===== src/sv/aqbg_pkg.sv =====
`timescale 1ns / 1ps

package aqbg_pkg;

    localparam int WINDOW_DEPTH = 64;
    localparam int PTR_W        = $clog2(WINDOW_DEPTH);
    localparam int CNT_W        = $clog2(WINDOW_DEPTH + 1);

    localparam int TIME_W     = 48;
    localparam int BYTES_W    = 24;
    localparam int SUM_W      = 40;
    localparam int Q_W        = 7;
    localparam int TARGET_W   = 20;
    localparam int COOL_W     = 16;
    localparam int WIN_W      = 32;
    localparam int FRAMES_W   = 32;
    localparam int ENTRY_W    = TIME_W + BYTES_W;

    localparam int CFG_IDX_W  = 3;
    localparam int CFG_DATA_W = 32;

    localparam int SPLIT_W = 24;
    localparam int TK_W    = 27;
    localparam int MUL_W   = TK_W + SPLIT_W;
    localparam int CMP_W   = 64;

    localparam logic [TARGET_W-1:0] LHS_SCALE   = TARGET_W'(800000);
    localparam logic [Q_W-1:0]      DOWN_PCT    = Q_W'(115);
    localparam logic [Q_W-1:0]      UP_PCT      = Q_W'(85);
    localparam logic [TIME_W-1:0]   MIN_SPAN_US = TIME_W'(1000);

    localparam logic [CFG_IDX_W-1:0] CFG_ADAPT_ENABLE    = 3'd0;
    localparam logic [CFG_IDX_W-1:0] CFG_TARGET_KBPS     = 3'd1;
    localparam logic [CFG_IDX_W-1:0] CFG_MIN_QUALITY     = 3'd2;
    localparam logic [CFG_IDX_W-1:0] CFG_MAX_QUALITY     = 3'd3;
    localparam logic [CFG_IDX_W-1:0] CFG_QUALITY_STEP    = 3'd4;
    localparam logic [CFG_IDX_W-1:0] CFG_COOLDOWN_FRAMES = 3'd5;
    localparam logic [CFG_IDX_W-1:0] CFG_WINDOW_US       = 3'd6;
    localparam logic [CFG_IDX_W-1:0] CFG_INITIAL_QUALITY = 3'd7;

    localparam logic [Q_W-1:0]    RST_MIN_QUALITY     = Q_W'(10);
    localparam logic [Q_W-1:0]    RST_MAX_QUALITY     = Q_W'(95);
    localparam logic [Q_W-1:0]    RST_QUALITY_STEP    = Q_W'(5);
    localparam logic [COOL_W-1:0] RST_COOLDOWN_FRAMES = COOL_W'(5);
    localparam logic [WIN_W-1:0]  RST_WINDOW_US       = WIN_W'(1000000);
    localparam logic [Q_W-1:0]    RST_INITIAL_QUALITY = Q_W'(80);

    typedef enum logic [3:0] {
        OP_NONE,
        OP_READ,
        OP_DROP,
        OP_APPEND,
        OP_SPAN,
        OP_MUL_L0,
        OP_MUL_L1,
        OP_MUL_HI0,
        OP_MUL_HI1,
        OP_MUL_LO0,
        OP_MUL_LO1,
        OP_DECIDE
    } dp_op_t;

    typedef struct packed {
        logic   load;
        dp_op_t op;
    } dp_cmd_t;

    typedef struct packed {
        logic prune_hit;
        logic out_busy;
    } dp_status_t;

endpackage


===== src/sv/aqbg_ctrl.sv =====
`timescale 1ns / 1ps

module aqbg_ctrl (
    input  logic                 clk,
    input  logic                 rst_n,
    input  logic                 in_valid,
    output logic                 in_stall,
    input  aqbg_pkg::dp_status_t status,
    output aqbg_pkg::dp_cmd_t    cmd
);
    import aqbg_pkg::*;

    typedef enum logic [3:0] {
        S_IDLE,
        S_PR_RD,
        S_PR_CHK,
        S_DROP,
        S_APPEND,
        S_AD_RD,
        S_SPAN,
        S_MUL_L0,
        S_MUL_L1,
        S_MUL_HI0,
        S_MUL_HI1,
        S_MUL_LO0,
        S_MUL_LO1,
        S_WAIT_OUT,
        S_DECIDE
    } state_t;

    state_t state_reg;
    state_t state_next;
    dp_op_t op_reg;
    logic   stall_reg;

    function automatic dp_op_t op_for(input state_t s);
        dp_op_t op;
        unique case (s)
            S_PR_RD:   op = OP_READ;
            S_DROP:    op = OP_DROP;
            S_APPEND:  op = OP_APPEND;
            S_AD_RD:   op = OP_READ;
            S_SPAN:    op = OP_SPAN;
            S_MUL_L0:  op = OP_MUL_L0;
            S_MUL_L1:  op = OP_MUL_L1;
            S_MUL_HI0: op = OP_MUL_HI0;
            S_MUL_HI1: op = OP_MUL_HI1;
            S_MUL_LO0: op = OP_MUL_LO0;
            S_MUL_LO1: op = OP_MUL_LO1;
            S_DECIDE:  op = OP_DECIDE;
            default:   op = OP_NONE;
        endcase
        return op;
    endfunction

    always_comb
    begin
        state_next = state_reg;
        unique case (state_reg)
            S_IDLE:     if (in_valid) state_next = S_PR_RD;
            S_PR_RD:    state_next = S_PR_CHK;
            S_PR_CHK:   state_next = status.prune_hit ? S_DROP : S_APPEND;
            S_DROP:     state_next = S_PR_RD;
            S_APPEND:   state_next = S_AD_RD;
            S_AD_RD:    state_next = S_SPAN;
            S_SPAN:     state_next = S_MUL_L0;
            S_MUL_L0:   state_next = S_MUL_L1;
            S_MUL_L1:   state_next = S_MUL_HI0;
            S_MUL_HI0:  state_next = S_MUL_HI1;
            S_MUL_HI1:  state_next = S_MUL_LO0;
            S_MUL_LO0:  state_next = S_MUL_LO1;
            S_MUL_LO1:  state_next = S_WAIT_OUT;
            S_WAIT_OUT: if (!status.out_busy) state_next = S_DECIDE;
            S_DECIDE:   state_next = S_IDLE;
            default:    state_next = S_IDLE;
        endcase
    end

    always_ff @(posedge clk or negedge rst_n)
    begin
        if (!rst_n)
        begin
            state_reg <= S_IDLE;
            op_reg    <= OP_NONE;
            stall_reg <= 1'b0;
        end
        else
        begin
            state_reg <= state_next;
            op_reg    <= op_for(state_next);
            stall_reg <= (state_next != S_IDLE);
        end
    end

    assign in_stall = stall_reg;
    assign cmd.load = in_valid && !stall_reg;
    assign cmd.op   = op_reg;

endmodule


===== config.mk =====
export PLATFORM = sky130hd
export DESIGN_NAME = aqbg_ctrl
export DESIGN_NICKNAME = d
export VERILOG_FILES = /design/src/sv/aqbg_pkg.sv /design/src/sv/aqbg_ctrl.sv
export SDC_FILE = /design/constraint.sdc
export NUM_CORES = 1
export LEC_CHECK = 0
export BUFFER_PORTS_ARGS = -buffer_cell sky130_fd_sc_hd__buf_2
export CAP_MARGIN = 5
export CORE_AREA = 5 5 42 44
export CTS_CLUSTER_SIZE = 24
export DETAILED_ROUTE_END_ITERATION = 8
export DIE_AREA = 0 0 47 49
export SLEW_MARGIN = 20
export SYNTH_ARGS = -nofsm -noshare
export SYNTH_HDL_FRONTEND = slang
export SYNTH_SLANG_ARGS = --single-unit

===== constraint.sdc =====
create_clock -name clk -period 1.25 [get_ports clk]
set_clock_uncertainty 0.05 [all_clocks]
set_input_delay 0.125 -clock clk [delete_from_list [all_inputs] [get_ports clk]]
set_output_delay 0.125 -clock clk [all_outputs]
set_load 0.05 [all_outputs]

==> results of run 1 <==
-- routing by layer --
metal | vias up | part of all wire | global-route usage
met1 | 237 | 0.47 | 0.152
met3 | 5 | 0.048 | 0.0221
met4 | 0 | 0.048 | 0.124
met2 | 14 | 0.44 | 0.163
li1 | 240 | - | -
met5 | - | 0 | 0
-- power breakdown --
group	internal, W	switching, W	leakage (nW)	total [W]
clock network	0.000124	0.000117	0.0150	0.000241
logic	0.000545	0.000688	0.196	0.00123
registers	0.000433	0.000158	0.107	0.000591
total	0.00110	0.000963	0.318	0.00207
-- worst max-delay path by stage --
| stage | from | to | slack (ns) | cells after the start |
|---|---|---|---|---|
| finish | state_reg[0]$_DFF_PN0_ | op_reg[0]$_DFF_PN0_ | 0.06 | 3 |
| global route | state_reg[0]$_DFF_PN0_ | op_reg[0]$_DFF_PN0_ | 0.008 | 3 |
| CTS | state_reg[1]$_DFF_PN0_ | state_reg[0]$_DFF_PN0_ | 0.008 | 3 |
| detailed placement | state_reg[0]$_DFF_PN0_ | op_reg[0]$_DFF_PN0_ | -0.04 | 3 |
| global placement | state_reg[1]$_DFF_PN0_ | state_reg[0]$_DFF_PN0_ | -0.0006 | 3 |
| floorplan | in_stall$_DFF_PN0_ | cmd[4] | 0.03 | 1 |
-- synth_stat cells --
| library cell | number |
|---|---|
| o31a_1 | 1 |
| xor2_1 | 1 |
| or2_4 | 1 |
| nor2b_1 | 2 |
| o21ai_1 | 2 |
| nand4_1 | 1 |
| o221ai_1 | 1 |
| or3_1 | 1 |
| buf_4 | 1 |
| nand3b_1 | 1 |
| buf_6 | 2 |
| buf_2 | 1 |
| xnor2_1 | 1 |
| nand4bb_1 | 1 |
| o22a_1 | 2 |
| nor2_1 | 4 |
| o22ai_2 | 1 |
| and3_1 | 1 |
| o211a_1 | 1 |
| nand2b_1 | 2 |
| a22o_1 | 1 |
| nor3_1 | 1 |
| o22ai_1 | 2 |
| inv_1 | 3 |
| nand2_1 | 3 |
| nand2_2 | 1 |
| o21ai_0 | 5 |
| o31ai_1 | 1 |
| dfrtp_1 | 9 |
| nand3_1 | 1 |
| a21o_1 | 1 |
-- placed cells by master, fill, tap and decap left out, types with 2 or more instances in the layout --
cell type,Yosys,final
nand2b_1,2,2
buf_2,1,10
clkbuf_4,0,3
buf_4,1,9
nand2_1,3,3
o22a_1,2,2
o22ai_1,2,2
dfrtp_1,9,7
o21ai_0,5,5
o21ai_1,2,2
inv_1,3,3
nor2b_1,2,2
dfrtp_2,0,2
nor2_1,4,3
-- critical path, cell delays in order, from the launching register on --
cell	delay, ns
dfrtp_2	0.50
or2_4	0.29
o22ai_2	0.14
o22a_1	0.15
-- final cells by class --
cell class	count	area share
Tap cell	16	0.0296
Clock buffer	4	0.0389
Sequential cell	9	0.337
Timing Repair Buffer	20	0.189
Inverter	3	0.0167
Multi-Input combinational cell	40	0.389
-- cells by family (layout without fill, tap and decap cells) --
group,Yosys count,count (layout),synth area share
AND/OR/NAND/NOR,20,20,0.214
buffers and inverters,7,27,0.0871
XOR/XNOR,2,2,0.0329
AO/OA/AOI/OAI,18,18,0.242
flip-flops,9,9,0.424
-- stage by stage --
stage               power [W]  std cells  area [um^2]   TNS (ns)
finish                0.00207         92          676          0
CTS                   0.00207         92          674          0
floorplan             0.00150         56          534          0
detailed placement    0.00183         87          637    -0.0432
global placement      0.00182         87          637  -0.000637
global route          0.00221         92          676          0
-- what timing repair did --
item,4_1_cts,5_1_grt
setup endpoints to repair,1,3
endpoints found under the hold margin,9,0
resized for setup,1,1
hold buffers,1,0
==> impl_metrics.tcl, run 1 <==
set metrics [dict create \
    grt_max_degree 16 \
    drv_cap 0 \
    crit_path_end_kind "flip-flop" \
    dr.pass1.iters 4 \
    worstSetupStartpointType "flip-flop" \
    rsz0062_at_grt "no" \
    fin_util 0.482 \
    rr_startpoint "state_reg[0]$_DFF_PN0_" \
    via_per_inst 5.39 \
    initial_utilization 0.379 \
    via_count 496 \
    syn_to_final_growth_pct 27.1 \
    synth_top_area_frac 0.424 \
    p_per_area_nw_per_um2 3060 \
    post_cts_buffers 0 \
    fmax_mhz 838 \
    min_from "in_valid" \
    io_buffer_count 10 \
    synth_seq_area_share 0.424 \
    synth_nets 61 \
    min_period_over_period 0.954 \
    hold_path_end "in_stall$_DFF_PN0_" \
    crit_required_ns 1.42 \
    netlist-cell-type-count 31 \
    fin_ws_ns 0.0570 \
    cp.arrival_ns 1.36 \
    clk_path_buf_depth 2 \
    cts-root-buf "clkbuf_4" \
    crit_type "flip-flop to flip-flop" \
    synth_top_area_cell "dfrtp_1" \
    ioPinCount 11 \
    multi_input_area_um2 263 \
    core_area_um2 1400 \
    place.gp.congestion 0.736 \
    antenna_found_initial 0 \
    clock_latency_ns 0.27 \
    hold_depth 4 \
    grt.total_usage 0.123 \
    routed_wl_mm 1.21 \
    slew_headroom 0.825 \
    dieArea_um2 2300 \
    fin_nets 82 \
    grt_pass1_vias 435 \
    ys_ff_latch 9 \
    timing.hold.ws_ns 0.181 \
    rows 14 \
    fp.dieW_um 47 \
    wl_per_cell_um 13.2 \
    drv_slew 0 \
    clock_sinks 9 \
    reg2reg_to "op_reg[0]$_DFF_PN0_" \
    die_height_um 49 \
    diodes 0 \
    tightest_slew_ns 0.262 \
    fillers 143 \
    grt_pass1_wl_mm 1.93 \
    antenna_left 0 \
    cts_tree "built" \
    post-route-min-period_ns 1.19 \
    critPathMaxFanout 15 \
    register_area_um2 228 \
    grt_overflow 0 \
    yosys_warnings 0 \
    drive_gt1_frac 0.368 \
    status "completed" \
    synth_area_um2 532 \
    avgSynthCellArea_um2 9.50 \
    dp_hpwl_um 882 \
    min_path_type "input port to flip-flop" \
    vdd_drop_max_mv 1.01 \
    drc_errors 0 \
    setup_viol 0 \
    reg2reg_depth 3 \
    cts_made_buffers 3 \
    clk_pin_slew_ns 0.06 \
    reg2reg_setup_slack_ns 0.06 \
    yosys-top-cells-area "dfrtp_1 42%, o21ai_0 4.7%, buf_6 4.2%" \
    htree_levels 1 \
    dp_slack_ns -0.0390 \
    p_leak_nw 0.318 \
    finalHoldViolCount 0 \
    initialDrtViolationCount 11 \
    syn_inst 56 \
]
No activity file was read; power rests on OpenSTA's default activity.
==> run 2, diff against run 1 <==
- HOLD_SLACK_MARGIN: default -> 0.15
- clock period: 1.25 -> 1.44 ns (I/O delays scaled with it)
==> impl_metrics.tcl, run 2 (synthesized netlist as in run 1, its figures left out) <==
set metrics [dict create \
    finalPower_w 0.00163 \
    grt_overflow 0 \
    initialDrtViolationCount 18 \
    path_delay_family "flip-flops" \
    fin_nets 75 \
    wl_per_cell_um 12.7 \
    crit_path_end_kind "flip-flop" \
    htree_levels 1 \
    fin_ws_ns 0.0884 \
    routed_wl_mm 1.08 \
    drive_gt1_frac 0.275 \
    setup_viol 0 \
    status "completed" \
    drv_cap 0 \
    post_cts_buffers 0 \
    min_path_type "input port to async pin" \
    crit_type "flip-flop to flip-flop" \
    finalSetupTns_ns 0 \
    final_cell_mix "10 x buf_2, 9 x dfrtp_1, 5 x o21ai_0" \
    grt_pass1_vias 383 \
    drv_slew 0 \
    reg2reg_to "op_reg[0]$_DFF_PN0_" \
    fillers 135 \
    cts_made_buffers 3 \
    slowest_delay_ns 0.61 \
    critPathMaxFanout 15 \
    ioPinCount 11 \
    slew_headroom 0.710 \
    crit_buf_inv 1 \
    dr.pass1.iters 4 \
    dp_slack_ns 0.129 \
    core_area_um2 1400 \
    clock_latency_ns 0.26 \
    via_count 462 \
    clock_sinks 9 \
    tightest_slew_ns 0.435 \
    place.gp.congestion 0.728 \
    vdd_drop_max_mv 0.807 \
    dieArea_um2 2300 \
    cp.arrival_ns 1.45 \
    cts_tree "built" \
    clk_pin_slew_ns 0.07 \
    timing.hold.ws_ns 0.208 \
    rows 14 \
    p_per_area_nw_per_um2 2630 \
    clk_path_buf_depth 2 \
    crit_required_ns 1.54 \
    antenna_found_initial 0 \
    p_leak_nw 0.287 \
    initial_utilization 0.379 \
    grt_max_degree 16 \
    grt_pass1_wl_mm 1.75 \
    io_buffer_count 10 \
    fmax_mhz 740 \
    antenna_left 0 \
    rsz0062_at_grt "no" \
    cts-root-buf "clkbuf_4" \
    cp_slowest_cell "dfrtp_1" \
    post-route-min-period_ns 1.35 \
    diodes 0 \
    reg2reg_depth 3 \
    syn_to_final_growth_pct 16.7 \
    worstSetupStartpointType "flip-flop" \
    mostFrequentLayoutCell "buf_2" \
    crit_chain "inv_1 > a21o_1 > o22a_1" \
    reg2reg_setup_slack_ns 0.09 \
    grt.total_usage 0.107 \
    drc_errors 0 \
    via_per_inst 5.44 \
    dp_hpwl_um 783 \
    finalHoldViolCount 0 \
    die_height_um 49 \
    rr_startpoint "state_reg[0]$_DFF_PN0_" \
    min_period_over_period 0.939 \
    fp.dieW_um 47 \
]
run 2: changes by cell type in the layout (fill, tap and decap cells not counted):
| cell | change |
|---|---|
| buf_4 | -7 |
| dfrtp_1 | +2 |
| dfrtp_2 | -2 |
run 2: worst max-delay path by stage:
stage | startpoint | cells after the start | slack [ns] | to
floorplan | in_stall$_DFF_PN0_ | 1 | 0.20 | cmd[4]
global placement | state_reg[0]$_DFF_PN0_ | 3 | 0.11 | op_reg[0]$_DFF_PN0_
detailed placement | state_reg[0]$_DFF_PN0_ | 3 | 0.13 | op_reg[0]$_DFF_PN0_
CTS | state_reg[0]$_DFF_PN0_ | 3 | 0.11 | op_reg[0]$_DFF_PN0_
global route | state_reg[0]$_DFF_PN0_ | 3 | 0.04 | op_reg[0]$_DFF_PN0_
finish | state_reg[0]$_DFF_PN0_ | 3 | 0.09 | op_reg[0]$_DFF_PN0_
run 2: stage by stage:
stage | util | area, um^2 | std cells
2_1_floorplan | - | 534 | 56
3_3_place_gp | 0.417 | 584 | 80
3_5_place_dp | 0.417 | 584 | 80
4_1_cts | 0.443 | 621 | 85
5_1_grt | 0.443 | 621 | 85
6_report | 0.443 | 621 | 85
run 2: cell type report:
type                            instances  area (um^2)  area share
Clock buffer                            4         26.3      0.0423
Multi-Input combinational cell         40          263       0.423
Tap cell                               16         20.0      0.0323
Inverter                                3         11.3      0.0181
Sequential cell                         9          225       0.363
Timing Repair Buffer                   13         75.1       0.121
run 2: layer usage:
metal	global-route usage	wire length [um]	vias up
li1	-	-	228
met1	0.135	495	216
met2	0.154	491	16
met3	0.0332	73	2
met4	0.0599	23	0
met5	0	0	-
run 2: repair_timing:
| item | 4_1_cts | 5_1_grt |
|---|---|---|
| gates resized for setup | 0 | 0 |
| endpoints found under the setup margin | 0 | 0 |
| hold buffers | 1 | 0 |
| hold endpoints to repair | 9 | 0 |
run 2: report_power, final:
part	switching [W]	internal, W
sequential	0.000147	0.000369
combinational	0.000558	0.000361
clock	0.0000928	0.000107
==> run 3, diff against run 2 <==
- CTS_CLUSTER_DIAMETER: default -> 40
- clock period: 1.44 -> 1.2 ns (I/O delays scaled with it)
==> impl_metrics.tcl, run 3 (synthesized netlist as in run 1, its figures left out) <==
set metrics [dict create \
    cp_slowest_cell "dfrtp_1" \
    drive_gt1_frac 0.408 \
    slowest_delay_ns 0.44 \
    ioPinCount 11 \
    min_path_type "input port to async pin" \
    grt.total_usage 0.122 \
    cts_tree "built" \
    multi_input_area_um2 287 \
    core_area_um2 1400 \
    place_area_um2 642 \
    grt_pass1_wl_mm 1.96 \
    post-route-min-period_ns 1.19 \
    grt_pass1_vias 452 \
    crit_type "flip-flop to flip-flop" \
    initialDrtViolationCount 12 \
    drv_slew 0 \
    rsz0062_at_grt "yes" \
    clock_sinks 9 \
    clock_latency_ns 0.27 \
    cts_made_buffers 3 \
    fin_util 0.506 \
    cts-root-buf "clkbuf_4" \
    rr_startpoint "state_reg[0]$_DFF_PN0_" \
    place.gp.congestion 0.856 \
    critPathMaxFanout 9 \
    antenna_found_initial 0 \
    critPathLaunch "state_reg[0]$_DFF_PN0_" \
    syn_to_final_growth_pct 33.4 \
    rows 14 \
    tightest_slew_ns 0.259 \
    dp_hpwl_um 920 \
    die_height_um 49 \
    endpoint "state_reg[0]$_DFF_PN0_" \
    worstSetupStartpointType "flip-flop" \
    finalHoldViolCount 0 \
    diodes 0 \
    crit_chain "buf_6 > o31a_1 > o221ai_2" \
    final_cell_mix "9 x buf_2, 8 x buf_4, 7 x dfrtp_1, 5 x o21ai_0" \
    initial_utilization 0.379 \
    min_period_over_period 0.988 \
    antenna_left 0 \
    crit_required_ns 1.33 \
    clk_path_buf_depth 2 \
    io_buffer_count 10 \
    drv_cap 0 \
    fin_cells 92 \
    reg2reg_to "state_reg[0]$_DFF_PN0_" \
    reg2reg_depth 3 \
    cp.arrival_ns 1.32 \
    drc_errors 0 \
    vdd_drop_max_mv 1.44 \
    fillers 133 \
    p_leak_nw 0.329 \
    fp.dieW_um 47 \
    clk_pin_slew_ns 0.07 \
    reg2reg_setup_slack_ns 0.01 \
    via_per_inst 5.38 \
    wl_per_cell_um 14.3 \
    setup_viol 0 \
    p_per_area_nw_per_um2 3240 \
    status "completed" \
    finalInstanceArea_um2 709 \
    grt_max_degree 10 \
    routed_wl_mm 1.32 \
    register_area_um2 228 \
    finalPower_w 0.00230 \
    crit_path_end_kind "flip-flop" \
    dieArea_um2 2300 \
    grt_overflow 0 \
    slew_headroom 0.828 \
    placed_cells 87 \
    fmax_mhz 843 \
    htree_levels 1 \
    via_count 495 \
    mostFrequentLayoutCell "buf_2" \
    dr.pass1.iters 4 \
    fin_nets 82 \
]
run 3: cell types whose count changed in the layout (fill, tap and decap cells not counted), moves of 2 or more:
cell / previous run / this run
dfrtp_1: 9 / 7
dfrtp_2: 0 / 2
buf_4: 2 / 8
buf_6: 0 / 2
run 3: how the worst min path moves through the flow:
stage | startpoint | endpoint | slack [ns] | cells after the start
4_1_cts | in_valid | in_stall$_DFF_PN0_ | 0.16 | 4
5_1_grt | rst_n | in_stall$_DFF_PN0_ | 0.19 | 2
3_5_place_dp | rst_n | op_reg[1]$_DFF_PN0_ | -0.06 | 1
2_1_floorplan | rst_n | in_stall$_DFF_PN0_ | -0.23 | 0
3_3_place_gp | rst_n | op_reg[1]$_DFF_PN0_ | -0.06 | 1
6_report | rst_n | op_reg[0]$_DFF_PN0_ | 0.17 | 2
run 3: metrics by stage:
step	hold WS, ns	TNS (ns)	worst slack [ns]
2_1_floorplan	-0.226	0	0.0534
3_3_place_gp	-0.0635	0	0.0140
3_5_place_dp	-0.0624	0	0.00262
4_1_cts	0.161	0	0.00251
5_1_grt	0.187	-0.0321	-0.0157
6_report	0.175	0	0.0145
run 3: what timing repair did:
item | 4_1_cts | 5_1_grt
endpoints found under the setup margin | 1 | 5
pin swaps | 0 | 1
gates resized for setup | 1 | 8
hold buffers | 1 | 0
setup buffers | 0 | 0
cloned | 0 | 0
hold endpoints to repair | 9 | 0
run 3: layer usage:
layer,global-route usage,vias up,wire length (um)
met5,0,-,0
met4,0.0691,0,31
met3,0.0443,5,92
met2,0.163,18,596
met1,0.163,230,597
li1,-,242,-
run 3: cell type report:
type	instances	share of cell area
Clock buffer	4	0.0370
Inverter	3	0.0159
Multi-Input combinational cell	40	0.404
Sequential cell	9	0.321
Tap cell	16	0.0282
Timing Repair Buffer	20	0.194
run 3: report_power, final:
part / switching [W] / leakage (nW) / internal, W / total [W]
Clock: 0.000121 / 0.0150 / 0.000129 / 0.000250
Sequential: 0.000143 / 0.107 / 0.000452 / 0.000594
Combinational: 0.000818 / 0.207 / 0.000634 / 0.00145
Total: 0.00108 / 0.329 / 0.00121 / 0.00230
run 3: worst max-delay path, delay by kind of cell (launching register included):
family / cells / cell delay, ns
compound gates: 2 / 0.46
flops: 1 / 0.44
buf+inv: 1 / 0.17
